File: src/hw/rtl/laplace_interval_encode_unit_defines.svh
// Assertion helpers shared by the Laplace interval encoder.
// Every check samples on i_clk and is masked while i_rst_n is low.
`ifndef LAPLACE_INTERVAL_ENCODE_UNIT_DEFINES_SVH
`define LAPLACE_INTERVAL_ENCODE_UNIT_DEFINES_SVH

// Same-cycle implication.
`define LIE_ASSERT_IMP(label, ante, cons, msg) \
    label: assert property (@(posedge i_clk) disable iff (!i_rst_n) (ante) |-> (cons)) \
        else $error(msg);

// Next-cycle implication.
`define LIE_ASSERT_NXT(label, ante, cons, msg) \
    label: assert property (@(posedge i_clk) disable iff (!i_rst_n) (ante) |=> (cons)) \
        else $error(msg);

`endif

File: src/hw/rtl/lie_pkg.sv
package lie_pkg;

    localparam int unsigned TOTAL    = 32768;
    localparam int unsigned ONE_Q14  = 16384;
    localparam int unsigned Q_SHIFT  = 14;
    localparam int unsigned LOW_W    = 15;
    localparam int unsigned VALUE_W  = 16;
    localparam int unsigned DECAY_W  = 14;
    localparam int unsigned FREQ_W   = 16;
    localparam int unsigned MAG_W    = VALUE_W + 1;
    localparam int unsigned FL_W     = 17;
    localparam int unsigned NUM_W    = DECAY_W + 1 + LOW_W;
    localparam int unsigned DEN_W    = DECAY_W + 1;
    localparam int unsigned DIV_STEPS = FREQ_W;
    localparam int unsigned DIV_CNT_W = $clog2(DIV_STEPS);

    typedef enum logic [2:0] {
        ST_IDLE,
        ST_DIV_GO,
        ST_DIV_WAIT,
        ST_LOAD,
        ST_MUL,
        ST_STEP,
        ST_FINISH
    } t_state;

    typedef struct packed {
        logic load;
        logic mul_en;
        logic step_en;
    } t_walk_ctl;

    typedef struct packed {
        logic at_mag;
        logic fits;
    } t_walk_sts;

endpackage

File: src/hw/rtl/lie_div.sv
// Restoring divider, one quotient bit per cycle. The quotient must fit in
// FREQ_W bits, i.e. the numerator's upper bits start below the divisor.
module lie_div (
    input  logic                          i_clk,
    input  logic                          i_rst_n,
    input  logic                          i_start,
    input  logic [lie_pkg::NUM_W-1:0]     i_num,
    input  logic [lie_pkg::DEN_W-1:0]     i_den,
    output logic                          o_done,
    output logic [lie_pkg::FREQ_W-1:0]    o_quot
);

    localparam int unsigned RW = lie_pkg::DEN_W;
    localparam int unsigned QW = lie_pkg::FREQ_W;

    logic                            r_busy;
    logic                            r_done;
    logic [lie_pkg::DIV_CNT_W-1:0]   r_cnt;
    logic [RW-1:0]                   r_rem;
    logic [QW-1:0]                   r_num;
    logic [QW-1:0]                   r_quot;
    logic [RW:0]                     w_trial;
    logic                            w_ge;
    logic [RW:0]                     w_diff;

    assign w_trial = {r_rem, r_num[QW-1]};
    assign w_ge    = (w_trial >= {1'b0, i_den});
    assign w_diff  = w_trial - {1'b0, i_den};

    always_ff @(posedge i_clk) begin
        if (!i_rst_n) begin
            r_busy <= 1'b0;
            r_done <= 1'b0;
            r_cnt  <= '0;
        end else begin
            r_done <= 1'b0;
            if (i_start) begin
                r_busy <= 1'b1;
                r_cnt  <= '0;
            end else if (r_busy) begin
                r_cnt <= r_cnt + 1'b1;
                if (r_cnt == lie_pkg::DIV_CNT_W'(lie_pkg::DIV_STEPS - 1)) begin
                    r_busy <= 1'b0;
                    r_done <= 1'b1;
                end
            end
        end
    end

    always_ff @(posedge i_clk) begin
        if (i_start) begin
            r_rem  <= RW'(i_num[lie_pkg::NUM_W-1:QW]);
            r_num  <= i_num[QW-1:0];
            r_quot <= '0;
        end else if (r_busy) begin
            r_rem  <= w_ge ? w_diff[RW-1:0] : w_trial[RW-1:0];
            r_num  <= {r_num[QW-2:0], 1'b0};
            r_quot <= {r_quot[QW-2:0], w_ge};
        end
    end

    assign o_done = r_done;
    assign o_quot = r_quot;

endmodule

File: src/hw/rtl/lie_walk.sv
// Interval walk: one shared multiplier scales the slot size, two adders and a
// compare check that the next pair still fits the table.
module lie_walk (
    input  logic                          i_clk,
    input  lie_pkg::t_walk_ctl            i_ctl,
    input  logic [lie_pkg::FREQ_W-1:0]    i_fs0,
    input  logic [lie_pkg::MAG_W-1:0]     i_mag,
    input  logic [lie_pkg::DECAY_W-1:0]   i_decay,
    output lie_pkg::t_walk_sts            o_sts,
    output logic [lie_pkg::FREQ_W-1:0]    o_fl,
    output logic [lie_pkg::FREQ_W-1:0]    o_fs,
    output logic [lie_pkg::FREQ_W-1:0]    o_steps
);

    localparam int unsigned FW = lie_pkg::FREQ_W;
    localparam int unsigned PW = lie_pkg::FREQ_W + lie_pkg::DECAY_W;

    logic signed [lie_pkg::FL_W-1:0]  r_fl;
    logic [FW-1:0]                    r_fs;
    logic [FW-1:0]                    r_nfs;
    logic [FW-1:0]                    r_steps;
    logic [PW-1:0]                    w_prod;
    logic [FW-1:0]                    w_scaled;
    logic signed [lie_pkg::FL_W:0]    w_nfl;
    logic signed [lie_pkg::FL_W+1:0]  w_end;

    assign w_prod   = r_fs * i_decay;
    assign w_scaled = w_prod[PW-1:lie_pkg::Q_SHIFT];

    // Next pair start and its end.
    assign w_nfl = $signed({r_fl[lie_pkg::FL_W-1], r_fl}) + $signed({1'b0, r_fs, 1'b0});
    assign w_end = $signed({w_nfl[lie_pkg::FL_W], w_nfl}) + $signed({2'b00, r_nfs, 1'b0});

    assign o_sts.at_mag = ({1'b0, r_steps} == i_mag);
    assign o_sts.fits   = (w_end <= $signed((lie_pkg::FL_W+2)'(lie_pkg::TOTAL)));

    always_ff @(posedge i_clk) begin
        if (i_ctl.load) begin
            r_fs    <= i_fs0;
            r_fl    <= -$signed({1'b0, i_fs0});
            r_steps <= '0;
        end else if (i_ctl.mul_en) begin
            // floor the slot at 1
            r_nfs <= (w_scaled == '0) ? FW'(1) : w_scaled;
        end else if (i_ctl.step_en && o_sts.fits) begin
            r_fl    <= w_nfl[lie_pkg::FL_W-1:0];
            r_fs    <= r_nfs;
            r_steps <= r_steps + 1'b1;
        end
    end

    assign o_fl    = r_fl[FW-1:0];
    assign o_fs    = r_fs;
    assign o_steps = r_steps;

endmodule

File: src/hw/rtl/laplace_interval_encode_unit.sv
// Sequence: capture the item, derive the start frequency in the divider unless a given start
//   is used (one quotient bit per cycle), load the walk, step it until the magnitude is reached
//   or a full table stops it, then register the result; a stalled result holds the sequencer.
// Throughput: one item at a time; each magnitude step uses the shared multiplier and
//   the fit adders in turn, so the walk length sets the rate.
// Reset: synchronous, active low; clears the sequencer and the output valid.
`include "laplace_interval_encode_unit_defines.svh"

module laplace_interval_encode_unit (
    input  logic        i_clk,
    input  logic        i_rst_n,
    input  logic        s_axis_tvalid,
    output logic        s_axis_tready,
    // [15:0] value, [29:16] decay, [45:30] start_freq, [47:46] zero
    input  logic [47:0] s_axis_tdata,
    // [0] use_given_start
    input  logic        s_axis_tuser,
    output logic        m_axis_tvalid,
    input  logic        m_axis_tready,
    // [14:0] interval_low, [30:15] interval_high, [46:31] coded_value, [47] zero
    output logic [47:0] m_axis_tdata,
    // [0] was_clamped
    output logic        m_axis_tuser
);

    localparam int unsigned FW = lie_pkg::FREQ_W;
    localparam int unsigned LW = lie_pkg::LOW_W;
    localparam int unsigned MW = lie_pkg::MAG_W;
    localparam int unsigned DW = lie_pkg::DECAY_W;

    lie_pkg::t_state    r_state;
    lie_pkg::t_state    n_state;
    lie_pkg::t_walk_ctl w_ctl;
    lie_pkg::t_walk_sts w_sts;

    // Captured item
    logic                 r_neg;
    logic [MW-1:0]        r_mag;
    logic [DW-1:0]        r_decay;
    logic [FW-1:0]        r_fs0;

    // Output register
    logic                 r_out_valid;
    logic [LW-1:0]        r_out_low;
    logic [FW-1:0]        r_out_high;
    logic [FW-1:0]        r_out_coded;
    logic                 r_out_clamped;

    logic                 w_in_fire;
    logic                 w_out_free;
    logic                 w_div_start;
    logic                 w_div_done;
    logic [FW-1:0]        w_quot;
    logic [lie_pkg::NUM_W-1:0] w_num;
    logic [lie_pkg::DEN_W-1:0] w_den;
    logic [FW-1:0]        w_fl;
    logic [FW-1:0]        w_fs;
    logic [FW-1:0]        w_steps;
    logic [MW-1:0]        w_steps_ext;
    logic [FW-1:0]        w_lo;
    logic [FW-1:0]        w_hi;
    logic [FW-1:0]        w_in_value;
    logic [FW-1:0]        w_in_given;
    logic [FW-1:0]        w_given_sat;

    assign w_in_value  = s_axis_tdata[15:0];
    assign w_in_given  = s_axis_tdata[45:30];
    assign w_given_sat = (w_in_given > FW'(lie_pkg::TOTAL)) ? FW'(lie_pkg::TOTAL) : w_in_given;

    assign s_axis_tready = (r_state == lie_pkg::ST_IDLE);
    assign w_in_fire     = s_axis_tvalid && s_axis_tready;
    assign w_out_free    = !r_out_valid || m_axis_tready;

    // Derived start: 32768*(16384-decay)/(16384+decay)
    assign w_num = {(DW+1)'(lie_pkg::ONE_Q14 - {18'd0, r_decay}), LW'(0)};
    assign w_den = lie_pkg::DEN_W'(lie_pkg::ONE_Q14 + {18'd0, r_decay});

    lie_div u_div (
        .i_clk   (i_clk),
        .i_rst_n (i_rst_n),
        .i_start (w_div_start),
        .i_num   (w_num),
        .i_den   (w_den),
        .o_done  (w_div_done),
        .o_quot  (w_quot)
    );

    lie_walk u_walk (
        .i_clk   (i_clk),
        .i_ctl   (w_ctl),
        .i_fs0   (r_fs0),
        .i_mag   (r_mag),
        .i_decay (r_decay),
        .o_sts   (w_sts),
        .o_fl    (w_fl),
        .o_fs    (w_fs),
        .o_steps (w_steps)
    );

    // Sequencer
    always_ff @(posedge i_clk) begin
        if (!i_rst_n) begin
            r_state <= lie_pkg::ST_IDLE;
        end else begin
            r_state <= n_state;
        end
    end

    always_comb begin
        n_state      = r_state;
        w_div_start  = 1'b0;
        w_ctl        = '0;
        case (r_state)
            lie_pkg::ST_IDLE: begin
                if (w_in_fire) begin
                    n_state = s_axis_tuser ? lie_pkg::ST_LOAD : lie_pkg::ST_DIV_GO;
                end
            end
            lie_pkg::ST_DIV_GO: begin
                w_div_start = 1'b1;
                n_state     = lie_pkg::ST_DIV_WAIT;
            end
            lie_pkg::ST_DIV_WAIT: begin
                if (w_div_done) begin
                    n_state = lie_pkg::ST_LOAD;
                end
            end
            lie_pkg::ST_LOAD: begin
                w_ctl.load = 1'b1;
                n_state    = lie_pkg::ST_MUL;
            end
            lie_pkg::ST_MUL: begin
                // stop once the requested magnitude is reached
                if (w_sts.at_mag) begin
                    n_state = lie_pkg::ST_FINISH;
                end else begin
                    w_ctl.mul_en = 1'b1;
                    n_state      = lie_pkg::ST_STEP;
                end
            end
            lie_pkg::ST_STEP: begin
                w_ctl.step_en = 1'b1;
                n_state = w_sts.fits ? lie_pkg::ST_MUL : lie_pkg::ST_FINISH;
            end
            lie_pkg::ST_FINISH: begin
                // hold until the output register can take the result
                if (w_out_free) begin
                    n_state = lie_pkg::ST_IDLE;
                end
            end
            default: begin
                n_state = lie_pkg::ST_IDLE;
            end
        endcase
    end

    // Capture the item; the start frequency comes either from the input or
    // from the divider, made even.
    always_ff @(posedge i_clk) begin
        if (w_in_fire) begin
            r_neg   <= w_in_value[FW-1];
            r_mag   <= w_in_value[FW-1] ? MW'(17'h10000 - {1'b0, w_in_value})
                                        : {1'b0, w_in_value};
            r_decay <= s_axis_tdata[29:16];
            r_fs0   <= w_given_sat;
        end else if ((r_state == lie_pkg::ST_DIV_WAIT) && w_div_done) begin
            r_fs0 <= {w_quot[FW-1:1], 1'b0};
        end
    end

    // Result: negative sign takes the upper slot of the pair.
    assign w_lo        = w_fl + (r_neg ? w_fs : FW'(0));
    assign w_hi        = w_lo + w_fs;
    assign w_steps_ext = {1'b0, w_steps};

    always_ff @(posedge i_clk) begin
        if (!i_rst_n) begin
            r_out_valid <= 1'b0;
        end else if ((r_state == lie_pkg::ST_FINISH) && w_out_free) begin
            r_out_valid <= 1'b1;
        end else if (m_axis_tready) begin
            r_out_valid <= 1'b0;
        end
    end

    always_ff @(posedge i_clk) begin
        if ((r_state == lie_pkg::ST_FINISH) && w_out_free) begin
            r_out_clamped <= (w_steps_ext < r_mag);
            if (w_steps == '0) begin
                // zero symbol, sign dropped
                r_out_low   <= '0;
                r_out_high  <= r_fs0;
                r_out_coded <= '0;
            end else begin
                r_out_low   <= w_lo[LW-1:0];
                r_out_high  <= w_hi;
                r_out_coded <= r_neg ? FW'(0 - w_steps) : w_steps;
            end
        end
    end

    assign m_axis_tvalid = r_out_valid;
    assign m_axis_tdata  = {1'b0, r_out_coded, r_out_high, r_out_low};
    assign m_axis_tuser  = r_out_clamped;

    `LIE_ASSERT_NXT(a_busy_after_accept, w_in_fire, !s_axis_tready, "ready after accept")
    `LIE_ASSERT_IMP(a_steps_bound, r_state == lie_pkg::ST_FINISH, w_steps_ext <= r_mag, "walk overran magnitude")
    `LIE_ASSERT_IMP(a_interval_order, r_out_valid, r_out_high >= {1'b0, r_out_low}, "interval inverted")
    `LIE_ASSERT_IMP(a_interval_total, r_out_valid, r_out_high <= FW'(lie_pkg::TOTAL), "interval past total")

endmodule

File: config.mk
export PLATFORM = sky130hd
export DESIGN_NAME = laplace_interval_encode_unit
export DESIGN_NICKNAME = d
export VERILOG_FILES = /design/src/hw/rtl/lie_pkg.sv /design/src/hw/rtl/lie_div.sv /design/src/hw/rtl/lie_walk.sv /design/src/hw/rtl/laplace_interval_encode_unit.sv
export VERILOG_INCLUDE_DIRS = /design/src /design/src/hw/rtl
export SDC_FILE = /design/constraint.sdc
export NUM_CORES = 1
export LEC_CHECK = 0
export ABC_AREA = 0
export BUFFER_PORTS_ARGS = -buffer_cell sky130_fd_sc_hd__buf_2
export CORE_UTILIZATION = 34
export CTS_BUF_LIST = sky130_fd_sc_hd__clkbuf_4
export DETAILED_ROUTE_END_ITERATION = 7
export GPL_ROUTABILITY_DRIVEN = 0
export SYNTH_ARGS = -nofsm -noshare
export SYNTH_HDL_FRONTEND = slang
export SYNTH_SLANG_ARGS = --single-unit
File: constraint.sdc
create_clock -name i_clk -period 21.6 [get_ports i_clk]
set_clock_uncertainty 0.05 [all_clocks]
set_input_delay 2.16 -clock i_clk [delete_from_list [all_inputs] [get_ports i_clk]]
set_output_delay 2.16 -clock i_clk [all_outputs]
set_load 0.02 [all_outputs]
# Yosys cells after proc, flatten, opt, wreduce, memory -nomap -nowiden
# Cells that the tools add are included.
# Widths: inputs -> output; s select.
classes:
  addsub: 12
  multipliers: 1
  order_cmp: 4
  n_eq_ne: 12
  n_mux: 36
  bitwise_logic: 4
  reduce_logical: 19
ops:
  columns: ["cell", "count"]
  rows:
  - ["$mux 16", 11]
  - ["$mux 17", 3]
  - ["$add 16x16->16", 2]
  - ["$logic_not 16->1", 2]
  - ["$mul 16x14->30", 1]
  - ["$mux 15", 2]
  - ["$mux 14", 2]
  - ["$pmux 3 s7", 1]
  - ["$add 18x18->19", 1]
  - ["$le 19x17->1 const B", 1]
  - ["$add 17x18->18", 1]
  - ["$eq 16x17->1", 1]
  - ["$lt 16x17->1", 1]
  - ["$neg 16->17", 1]
  - ["$sub 17x16->17 const A", 1]
  - ["$add 16x1->16 const B", 1]
  - ["$ge 16x15->1", 1]
  - ["$gt 16x16->1 const B", 1]
  - ["$sub 1x16->16 const A", 1]
  - ["$add 15x14->15 const A", 1]
  - ["$sub 15x14->15 const A", 1]
  - ["$sub 15x15->15", 1]
  - ["$mux 1", 11]
  - ["$eq 3x3->1 const B", 3]
  - ["18 further kinds", 36]
word_totals:
  ff_bits: 203
  out_inout_bits: 51

# Logic depth before layout (Yosys ltp)
depth:
  word_depth: 7
  mapped_depth: 26
  mapped_depth_nobuf: 24

# Hierarchy
# From an unflattened synthesis, not the netlist that was laid out.
hier_totals:
  hier_cells: 2183
  hier_area_um2: 21315.4
by_module_without_submodules:
  columns: ["module", "n_inst", "cells_each", "area_per_inst_um2", "seq_area_each_um2"]
  rows:
  - ["lie_walk", 1, 1280, 11826.3, 1791.7]
  - ["laplace_interval_encode_unit", 1, 606, 6404.9, 2962.8]
  - ["lie_div", 1, 297, 3084.2, 1361.3]

# Worst setup path after synthesis
# OpenSTA, ideal clock, no wires.
synth_timing:
  path_type: "register to register"
  from: "register r_decay[7]"
  to: "register u_walk.r_nfs[0], data pin"
  arrival_ns: 7.077
  required_time_ns: 21.370
  path_slack_ns: 14.293
  stages_incl_launch_ff: 24
  path_buffers: 2
  period_less_slack_ns: 7.307
  path_cell_list: "edfxtp_1 > clkbuf_1 > clkbuf_1 > nand2_1 > fa_1 > fa_1 > fa_1 > inv_1 > fa_1 > fa_1 > inv_1 > fa_1 > inv_1 > ha_1 > a21o_1 > a21o_1 > a22oi_4 > a31oi_4 > a31oi_1 > xnor2_1 > or4_1 > or4_1 > or4_1 > o41ai_2"
synth_between:
  elab_chain_len: 2
synth_rtl:
  columns: ["item", "line_no", "source"]
  rows:
  - ["from (decl)", "laplace_interval_encode_unit.sv:39", "logic [DW-1:0] r_decay;"]
  - ["from (signal assigned)", "laplace_interval_encode_unit.sv:164", "r_decay <= s_axis_tdata[29:16];"]
  - ["$mul 16x14->30 (*)", "lie_walk.sv:27", "assign w_prod = r_fs * i_decay;"]
  - ["$logic_not 16->1", "lie_walk.sv:44", "r_nfs <= (w_scaled == '0) ? FW'(1) : w_scaled;"]
  - ["to (signal assigned)", "lie_walk.sv:44", null]
  - ["to (decl)", "lie_walk.sv:20", "logic [FW-1:0] r_nfs;"]
# Mark *: on every way between the ends. The rest lies on a longest branch, timed or not.
# A chain may end at the register's enable or synchronous reset.

# Worst setup path after layout
layout_timing:
  from: "register u_walk.r_fs[1] (netlist: u_walk.o_fs[1])"
  to: "register u_walk.r_nfs[0], data pin"
layout_between:
  elab_chain_len: 2
layout_rtl:
  columns: ["item", "line_no", "source"]
  rows:
  - ["from (decl)", "lie_walk.sv:19", "logic [FW-1:0] r_fs;"]
  - ["from (signal assigned)", "lie_walk.sv:39", "r_fs <= i_fs0;"]
  - ["from (signal assigned)", "lie_walk.sv:47", "r_fs <= r_nfs;"]
  - ["$mul 16x14->30 (*)", "lie_walk.sv:27", null]
  - ["$logic_not 16->1", "lie_walk.sv:44", null]
# Marked as above.

==> impl_metrics.ini <==
[run_status]
status = completed

[logic_synthesis]
synth-main-ff-cell = edfxtp_1
synthArstFlopShare = 0
synth.yosys.seq_area_share = 0.285
avgSynthCellArea_um2 = 9.51
yosys_warnings = 0
synthDistinctLibCells = 69
ys_seq_elements = 203
syn_area_um2 = 19900
syn_inst = 2090
synth-edff-count = 160

[floorplan]
core-area_um2 = 57700
die_w_um = 244
io_pins = 104
dieArea_um2 = 59500
start_util = 0.345
row_count = 88
die_h_um = 244

[detailed_routing]
avgViaCountPerCell = 5.07
finalWirelength_um = 50700
drtAntennaViolNets = 0
drt_iter0_markers = 906
routedWlPerCell_um = 17.0
vias = 15170
drt_first_pass_iters = 5
drc = 0

[worst_setup_path]
cp_num_buf_inv = 1
worstPathArrival_ns = 8.71
critPathMostFrequentCell = fa_1
cp-start-kind = flip-flop
critical_path_class = reg -> reg
slowest_stage = edfxtp_1
end_kind = flip-flop
cp_top_family = adder cells
worstPathMaxFanout = 11
path_cells = clkinv_1 -> nor2_1 -> fa_1 -> fa_1 -> fa_1 -> fa_1 -> fa_1 -> fa_1 -> ha_1 -> nand4_1 -> a31oi_4 -> a31oi_1 -> xnor2_1 -> or4_1 -> or4_1 -> or4_1 -> o41ai_2
required_ns = 22.08
slowest_delay_ns = 0.75

[clocking]
cts_sinks = 203
clk_pin_slew_worst_paths_ns = 0.06
cts_tree = built
cts_root_buf = clkbuf_4
cts_hold_buf = 0
postCtsSetupBuffers = 0
htreeDepth = 2
cts_resized = 0
clk_path_buf_depth = 3
cts_inserted_buffers = 56
clk_latency_ns = 0.79

[flow_run]
max_cap_viol_count = 0

[cells_and_area]
nets = 2593
areaGrowthSynthToFinish_pct = 10.1
regArea_um2 = 5670
fin_area_um2 = 21900
fillers = 5862
multiInputGateArea_um2 = 13000
drive_gt1_frac = 0.111
fin_cells = 2991
fin_util = 0.379

[sta]
rsz0062_at_grt = no
max_clock_freq_ghz = 0.121
worst_slew_pin_slew_ns = 1.25
finalSetupViolCount = 0
slew_violations = 0
setup_tns_ns = 0
slew_headroom = 0.168
period_share = 0.381
timing.final.hold_violations = 0
min_period_ns = 8.23

[power]
p_leak_nw = 9.92
power_density_nw_per_um2 = 112
vdd_drop_max_uv = 176

[global_route]
grt_pass1_wl_um = 82200
busiest_layer = met2
met2_usage = 0.279
use_met1 = 0.233
grtUsageMet3 = 0.0265
grt_max_degree = 68
track_usage = 0.172
antenna_found_initial = 1
grt_pass1_vias = 15437
gr-total-overflow = 0

[place]
placed_area_um2 = 21200
dp_hpwl_um = 38600
io_buffers = 100
placedCellCount = 2888

[hold_path]
min_path_type = reg -> reg
[report_power, final]
part | switching (mW) | total [mW] | internal (mW)
sequential | 0.0366 | 0.548 | 0.511
combinational | 0.878 | 1.55 | 0.673
clock | 0.177 | 0.359 | 0.182
total | 1.09 | 2.46 | 1.37
[cell usage in the layout, fill, tap and decap left out, drive strengths merged, types with 12 or more instances in the layout]
cell type	netlist	final
nand2	263	263
inv	233	235
ha	190	190
fa	169	169
edfxtp	160	160
and2	129	129
buf	9	118
nor2	104	104
xnor2	91	91
a21oi	80	80
clkbuf	77	79
o21ai	76	76
mux2i	45	45
dfxtp	43	43
nor3	41	41
xor2	34	34
a21o	31	31
nor2b	26	26
nand3	25	25
nand2b	22	22
clkinv	2	22
nand4	19	19
or3	18	18
o21a	15	15
nor4	15	15
a22o	15	15
o21bai	13	13
and3	13	13
a211oi	13	13
or2	12	12
[worst reg2reg max path, delay by kind of cell, from the launching register on]
family                     cells  cell delay (ns)
AOI/OAI and AO/OA              3             0.75
and+or+nand+nor                5             2.18
adders and majority gates      7             3.61
DFF                            1             0.75
buffers and inverters          1             0.53
xor gates and xnor gates       1             0.18
[through the flow]
step | hold WS, ns | power [mW] | setup slack, ns
after global routing | 0.463 | 2.70 | 12.98
after detailed placement | 0.410 | 2.09 | 13.37
after global placement | 0.408 | 2.06 | 13.50
after floorplan | 0.389 | 1.77 | 14.29
after CTS | 0.442 | 2.48 | 13.29
final | 0.446 | 2.46 | 13.37
[flip-flops by register name, indices dropped and copies added, names as in the netlist, 14 cells and up]
register	cells
r_out_high	16
u_div.r_rem	15
u_walk.r_nfs	16
u_walk.o_steps	16
u_walk.r_fl	17
r_fs0	16
r_out_coded	16
u_div.o_quot	16
r_out_low	15
u_walk.o_fs	16
r_decay	14
r_mag	17
[cells by family (layout without fill, tap and decap cells)]
family                   count (synthesis)  after routing  synth area share
AND/OR/NAND/NOR                        708            708             0.175
adder cells (fa/ha/maj)                359            359             0.290
AO/OA/AOI/OAI                          322            322             0.108
buffers and inverters                  321            455            0.0613
flip-flops                             203            203             0.285
XOR/XNOR                               125            125            0.0551
multiplexers                            51             51            0.0261
other                                    1              3          0.000189
[area by class of cell]
class                      instances  share of cell area
tap                              765              0.0437
multi-input combinational       1567               0.595
clock buffer                      79              0.0271
sequential                       203               0.259
inverter                         235              0.0403
antenna                            1            0.000114
timing repair buffer             118              0.0290
clock inverter                    23             0.00589
[Yosys cell counts, types with 5 or more instances]
| library cell | count | area share |
|---|---|---|
| and3_1 | 12 | 0.0038 |
| nand3_1 | 25 | 0.0063 |
| nand4_1 | 19 | 0.0060 |
| xor2_1 | 34 | 0.015 |
| o2111ai_1 | 5 | 0.0022 |
| and2_1 | 129 | 0.041 |
| dfxtp_1 | 43 | 0.043 |
| a31oi_1 | 9 | 0.0028 |
| clkbuf_1 | 77 | 0.015 |
| o21ai_0 | 76 | 0.019 |
| o41ai_1 | 6 | 0.0026 |
| a21oi_1 | 80 | 0.020 |
| o21bai_1 | 13 | 0.0049 |
| ha_1 | 190 | 0.12 |
| o211ai_1 | 5 | 0.0019 |
| or2_2 | 12 | 0.0038 |
| buf_1 | 5 | 0.00094 |
| nor4_1 | 15 | 0.0047 |
| a21boi_0 | 5 | 0.0019 |
| edfxtp_1 | 160 | 0.24 |
| nand2b_1 | 22 | 0.0069 |
| a22o_1 | 15 | 0.0066 |
| o21a_1 | 15 | 0.0057 |
| a21o_1 | 31 | 0.012 |
| o31ai_1 | 9 | 0.0034 |
| o31a_1 | 5 | 0.0022 |
| mux2_2 | 6 | 0.0034 |
| or4_1 | 10 | 0.0038 |
| nor2_1 | 104 | 0.020 |
| a31o_2 | 8 | 0.0035 |
| inv_1 | 233 | 0.044 |
| a211oi_1 | 12 | 0.0045 |
| or3_1 | 18 | 0.0057 |
| nor3_1 | 40 | 0.010 |
| mux2i_1 | 45 | 0.023 |
| nor2b_1 | 26 | 0.0082 |
| fa_1 | 169 | 0.17 |
| nand2_1 | 263 | 0.050 |
| xnor2_1 | 91 | 0.040 |
[path summary, 6_finish.rpt]
path,depth (start not counted),to,slack [ns],startpoint
max reg2reg,17,u_walk.r_nfs[0],13.37,u_walk.o_fs[1]
min,2,u_div.r_rem[14],0.45,u_div.r_rem[14]
max,17,u_walk.r_nfs[0],13.37,u_walk.o_fs[1]
min reg2reg,2,u_div.r_rem[14],0.45,u_div.r_rem[14]
[layer usage]
metal	vias up	routed length (um)
li1	7291	-
met1	7428	23500
met2	364	23400
met3	87	2360
met4	0	1480
met5	-	0
(Power assumes the default switching activity.)
